File: src/rtl/plti_pkg.sv
`default_nettype none

package plti_pkg;

  localparam logic [31:0] ONE_Q24 = 32'd16777216;
  localparam logic [63:0] QMAG_LIMIT = 64'd1 << 40;

  typedef enum logic [1:0] {
    K_LOAD  = 2'd0,
    K_EMPTY = 2'd1,
    K_UNIT  = 2'd2,
    K_EVAL  = 2'd3
  } kind_t;

  typedef struct packed {
    kind_t       kind;
    logic [5:0]  idx;
    logic [30:0] ktime;
    logic [31:0] data;
  } entry_t;

endpackage

`default_nettype wire

File: src/rtl/plti_front.sv
`default_nettype none

module plti_front import plti_pkg::*; #(
  parameter int MAX_KNOTS = 64
) (
  input  wire logic        clk,
  input  wire logic        rst,
  input  wire logic        in_valid,
  output logic             in_ready,
  input  wire logic        action,
  input  wire logic [5:0]  knot_index,
  input  wire logic [30:0] knot_time,
  input  wire logic [31:0] knot_value,
  input  wire logic [31:0] query_time,
  input  wire logic        n_zero,
  output logic             deq_valid,
  input  wire logic        deq_ready,
  output entry_t           deq_entry
);

  entry_t     slots [2];
  logic [1:0] cnt;
  logic       wp;
  logic       rp;
  entry_t     cls;
  logic       keep;
  logic       push;
  logic       pop;

  always_comb begin
    cls.idx   = knot_index;
    cls.ktime = knot_time;
    cls.data  = action ? query_time : knot_value;
    keep      = 1'b1;
    if (!action) begin
      cls.kind = K_LOAD;
      keep     = (32'(knot_index) < MAX_KNOTS);
    end else if (n_zero) begin
      cls.kind = K_EMPTY;
    end else if ($signed(query_time) <= 0) begin
      cls.kind = K_UNIT;
    end else begin
      cls.kind = K_EVAL;
    end
  end

  assign in_ready  = (cnt != 2'd2);
  assign deq_valid = (cnt != 2'd0);
  assign deq_entry = slots[rp];
  assign push      = in_valid && in_ready && keep;
  assign pop       = deq_valid && deq_ready;

  always_ff @(posedge clk) begin
    if (push) begin
      slots[wp] <= cls;
    end
  end

  always_ff @(posedge clk) begin
    if (rst) begin
      cnt <= 2'd0;
      wp  <= 1'b0;
      rp  <= 1'b0;
    end else begin
      if (push) begin
        wp <= ~wp;
      end
      if (pop) begin
        rp <= ~rp;
      end
      if (push && !pop) begin
        cnt <= cnt + 2'd1;
      end else if (pop && !push) begin
        cnt <= cnt - 2'd1;
      end
    end
  end

endmodule

`default_nettype wire

File: config.mk
export PLATFORM = sky130hd
export DESIGN_NAME = plti_front
export DESIGN_NICKNAME = d
export VERILOG_FILES = /design/src/rtl/plti_pkg.sv /design/src/rtl/plti_front.sv
export SDC_FILE = /design/constraint.sdc
export NUM_CORES = 1
export LEC_CHECK = 0
export ABC_AREA = 1
export BUFFER_PORTS_ARGS = -buffer_cell sky130_fd_sc_hd__buf_2
export CAP_MARGIN = 20
export CORE_MARGIN = 5
export CORE_UTILIZATION = 56
export DETAILED_ROUTE_END_ITERATION = 10
export HOLD_SLACK_MARGIN = 0.03
export PLACE_DENSITY = 0.85
export SETUP_SLACK_MARGIN = 0.2
export SYNTH_ARGS = -nofsm -noshare
export SYNTH_HDL_FRONTEND = slang
export SYNTH_SLANG_ARGS = --single-unit
File: constraint.sdc
create_clock -name clk -period 16 [get_ports clk]
set_clock_uncertainty 0.2 [all_clocks]
set_input_delay 4.8 -clock clk [delete_from_list [all_inputs] [get_ports clk]]
set_output_delay 4.8 -clock clk [all_outputs]
set_load 0.1 [all_outputs]
==> impl.org <==
** Synthesis
- Netlist cell types :: 22
- Synthesis produced a netlist whose cell count is 388.
- By area, the combinational part of the netlist is dominated by multiplexers.
- For this run, the register share of the synthesized area comes to 0.701.
- Register bit count reported by yosys :: 147
- Of the total synthesized cell area, the portion taken by full adders, half adders and majority gates is 0.00201.
- Proportion of synthesized area in mux cells :: 0.171
- Nets in the synthesized netlist :: 496
- Of the total synthesized cell area, the portion taken by XOR and XNOR cells is 0.
- Of the total synthesized cell area, the portion taken by AND, OR, NAND and NOR gates is 0.0874.
- Mean post-synth cell area :: 16.1 um^2
- Netlist Area Pre-Place :: 6230 um^2
- Synthesis warning total :: 0
- The fraction of the mapped netlist area in compound gates is 0.00603.

** Critical path
- Among all stages on the critical path, the largest delay is contributed by sky130_fd_sc_hd__dfxtp_4.
- The worst setup path is launched from a flop.
- The worst setup path is of the flop to output pin kind.
- The critical path contains buffers and inverters numbering 2 combined.
- For this run, the slowest stage of the critical path takes 770 ps.
- Worst Path Arrival :: 2660 ps
- Data required time of the worst path :: 11,000 ps
- For flop-to-flop paths, the worst setup slack is 13,580 ps.
- The critical path ends at deq_entry[3].
- Grouping stages by cell kind, the critical path spends the most delay in buffers and inverters.
- FF-to-FF path depth :: 5
- Biggest fanout along the worst timing path :: 37
- Type of destination of the critical path :: output pin
- The startpoint identified for the worst register-to-register timing path is cnt[0]$_SDFFE_PP0P_.
- The worst register-to-register path ends at slots[1][28]$_DFFE_PP_.
- Traced cell by cell, the critical path runs through buf_4 -> mux2_4 -> buf_2.
- Counting buffers and inverters, the worst setup path is 3 cells deep.

** Placed design
- Input and output buffers added on the ports amount to 179.
- Summed over all nets, the half-perimeter wirelength after detailed placement is 8500 um.
- Routability-driven placement finished with a final weighted congestion of 0.792.
- Worst setup slack after placement :: 8830 ps

** Detailed routing
- DRC errors left :: 0
- Routed wire length :: 12,100 um
- Vias per Instance :: 5.02
- Iteration count of the initial detailed-routing pass :: 4
- Detailed-route wire length per cell :: 16.7 um
- Antenna viol nets, final :: 0
- Vias :: 3,653
- Iteration-0 DRC count of the detailed router :: 189

** Finish
- The library cell used most frequently in the layout, excluding fill and tap cells, is sky130_fd_sc_hd__buf_2.
- Final design utilization :: 0.711
- Fill cell total of the finished layout :: 727
- Compared with the post-synthesis result, the final layout area differs by 24.2%.
- Most frequent cells in the layout :: sky130_fd_sc_hd__buf_2, sky130_fd_sc_hd__edfxtp_1, sky130_fd_sc_hd__nand2_1, sky130_fd_sc_hd__mux2_4, sky130_fd_sc_hd__nor2_1
- At the end of the flow, the number of nets in the layout was 682.
- Share of post-route cells with drive strength above 1 :: 0.495

** Hold path
- Path type of the worst min-delay path :: flop to flop

** Timing
- Shortest clock period the worst path allows after layout :: 7660 ps
- Tightest hold margin :: 309 ps
- The count of pins over their slew limit was 0.
- Final count of negative-setup-slack endpoints :: 0
- TNS Setup :: 0 ps
- The worst path meets setup with 8340 ps of slack.
- Setup repair after global routing left no endpoint under its margin.
- Timing would allow up to 0.131 GHz.
- Transition time of the tightest slew-check pin :: 946 ps
- Post-route clock period utilization :: 0.479
- Count of endpoints failing hold in the final timing report :: 0
- Worst slew margin :: 0.370

** Floorplan
- Horizontal die dimension :: 115 um
- Pin placement for this block handled 180 I/O pins.
- The initialized floorplan defines 38 standard-cell rows.
- The die is 115 um tall.
- Floorplan die area :: 13,300 um^2
- Core Area :: 10,900 um^2
- The initial utilization of the core area, before any placement, comes to 0.572.

** Power and ir drop
- Static Leakage :: 3.26 nW
- For this design the ratio of total power to cell area is 201 nW/um^2.
- Maximum VDD drop :: 0.160 mV
- The design draws 1.56 mW.

** CTS
- Clock root buffer master :: sky130_fd_sc_hd__clkbuf_8
- Cts hold-fix bufs :: 0
- Buffers added to address setup during post-CTS repair amount to 0.
- Counting the buffers created by CTS gives 17.
- Counting along the longest clock path gives a buffer depth of 2.
- Clock tree from TritonCTS :: built
- Total clock sinks :: 147
- Post-CTS resize count :: 0
- CTS built an H-tree with a depth of 4.
- Clock latency on the worst-skew pair, taken at its later pin, is 500 ps.
- Clock Pin Slew Worst Setup and Hold Paths :: 60 ps

** Global routing
- First-pass GRT wire length :: 18,800 um
- Entering global routing, the biggest net connects 72 pins.
- Number of global-route vias before repair :: 3,707
- Remaining Overflow, GRT :: 0
- The initial antenna violation count came to 1.
- GRT Total Usage :: 0.191

** Job
- Max-cap violations in this run came to 0.

** Outcome
- Run status :: complete, no violations
-- synth_stat cells, drive strengths merged --
master | n | area (um^2)
o21ai | 2 | 10.0
ha | 1 | 12.5
a21oi | 4 | 20.0
nor3 | 1 | 5.00
nor2 | 27 | 101
buf | 14 | 181
clkbuf | 1 | 3.75
o21bai | 1 | 7.51
inv | 6 | 22.5
or2 | 2 | 12.5
dfxtp | 5 | 100
mux2 | 71 | 1060
nand2 | 110 | 418
edfxtp | 142 | 4260
nor3b | 1 | 7.51
-- power breakdown --
part	internal (mW)	switching, mW
Sequential	0.491	0.0282
Combinational	0.142	0.514
Clock	0.236	0.147
Total	0.869	0.689
-- cells by family after synthesis --
kind of cell | after synthesis
DFF | 147
and+or+nand+nor | 141
muxes | 71
buffers and inverters | 21
AOI/OAI and AO/OA | 7
adders and majority gates | 1
-- how the worst min path moves through the flow --
stage / from / cells after the start / to
3_3_place_gp: rp$_SDFFE_PP0P_ / 2 / flop
6_report: rp$_SDFFE_PP0P_ / 2 / flop
5_1_grt: cnt[0]$_SDFFE_PP0P_ / 2 / cnt[0]$_SDFFE_PP0P_
3_5_place_dp: rp$_SDFFE_PP0P_ / 2 / flop
4_1_cts: rp$_SDFFE_PP0P_ / 2 / flop
2_1_floorplan: rp$_SDFFE_PP0P_ / 2 / flop
-- per-stage QoR --
step / instance area (um^2) / cells
after floorplan: 6230 / 388
after global placement: 7160 / 695
after detailed placement: 7160 / 695
after CTS: 7730 / 726
after global routing: 7740 / 727
final: 7740 / 727
-- worst min-delay path: cells and delay by family (launching register included) --
family / cells / cell delay (ps)
AND/OR/NAND/NOR: 1 / 80
AO/OA/AOI/OAI: 1 / 70
flip-flops: 1 / 320
-- final cells by class --
type / instances / area (um^2) / area share
Clock buffer: 18 / 418 / 0.0540
Clock inverter: 13 / 161 / 0.0209
Timing Repair Buffer: 182 / 918 / 0.119
Tap cell: 140 / 175 / 0.0226
Antenna cell: 1 / 2.50 / 0.000323
Sequential cell: 147 / 4370 / 0.565
Inverter: 6 / 22.5 / 0.00291
Multi-Input combinational cell: 220 / 1670 / 0.216
-- sequential cells by signal (all words and copies together) (netlist names), named ones only --
| name | flops |
|---|---|
| rp | 1 |
| wp | 1 |
| cnt | 2 |
| slots | 142 |
-- layer usage --
layer  vias to the layer above  routed length [um]  track usage
met5                         -                   0            0
li1                       1767                   -            -
met1                      1727                4900        0.232
met2                       151                6080        0.324
met3                         8                1050       0.0621
met4                         0                  95       0.0618
Power figures use the tool's default switching activity.
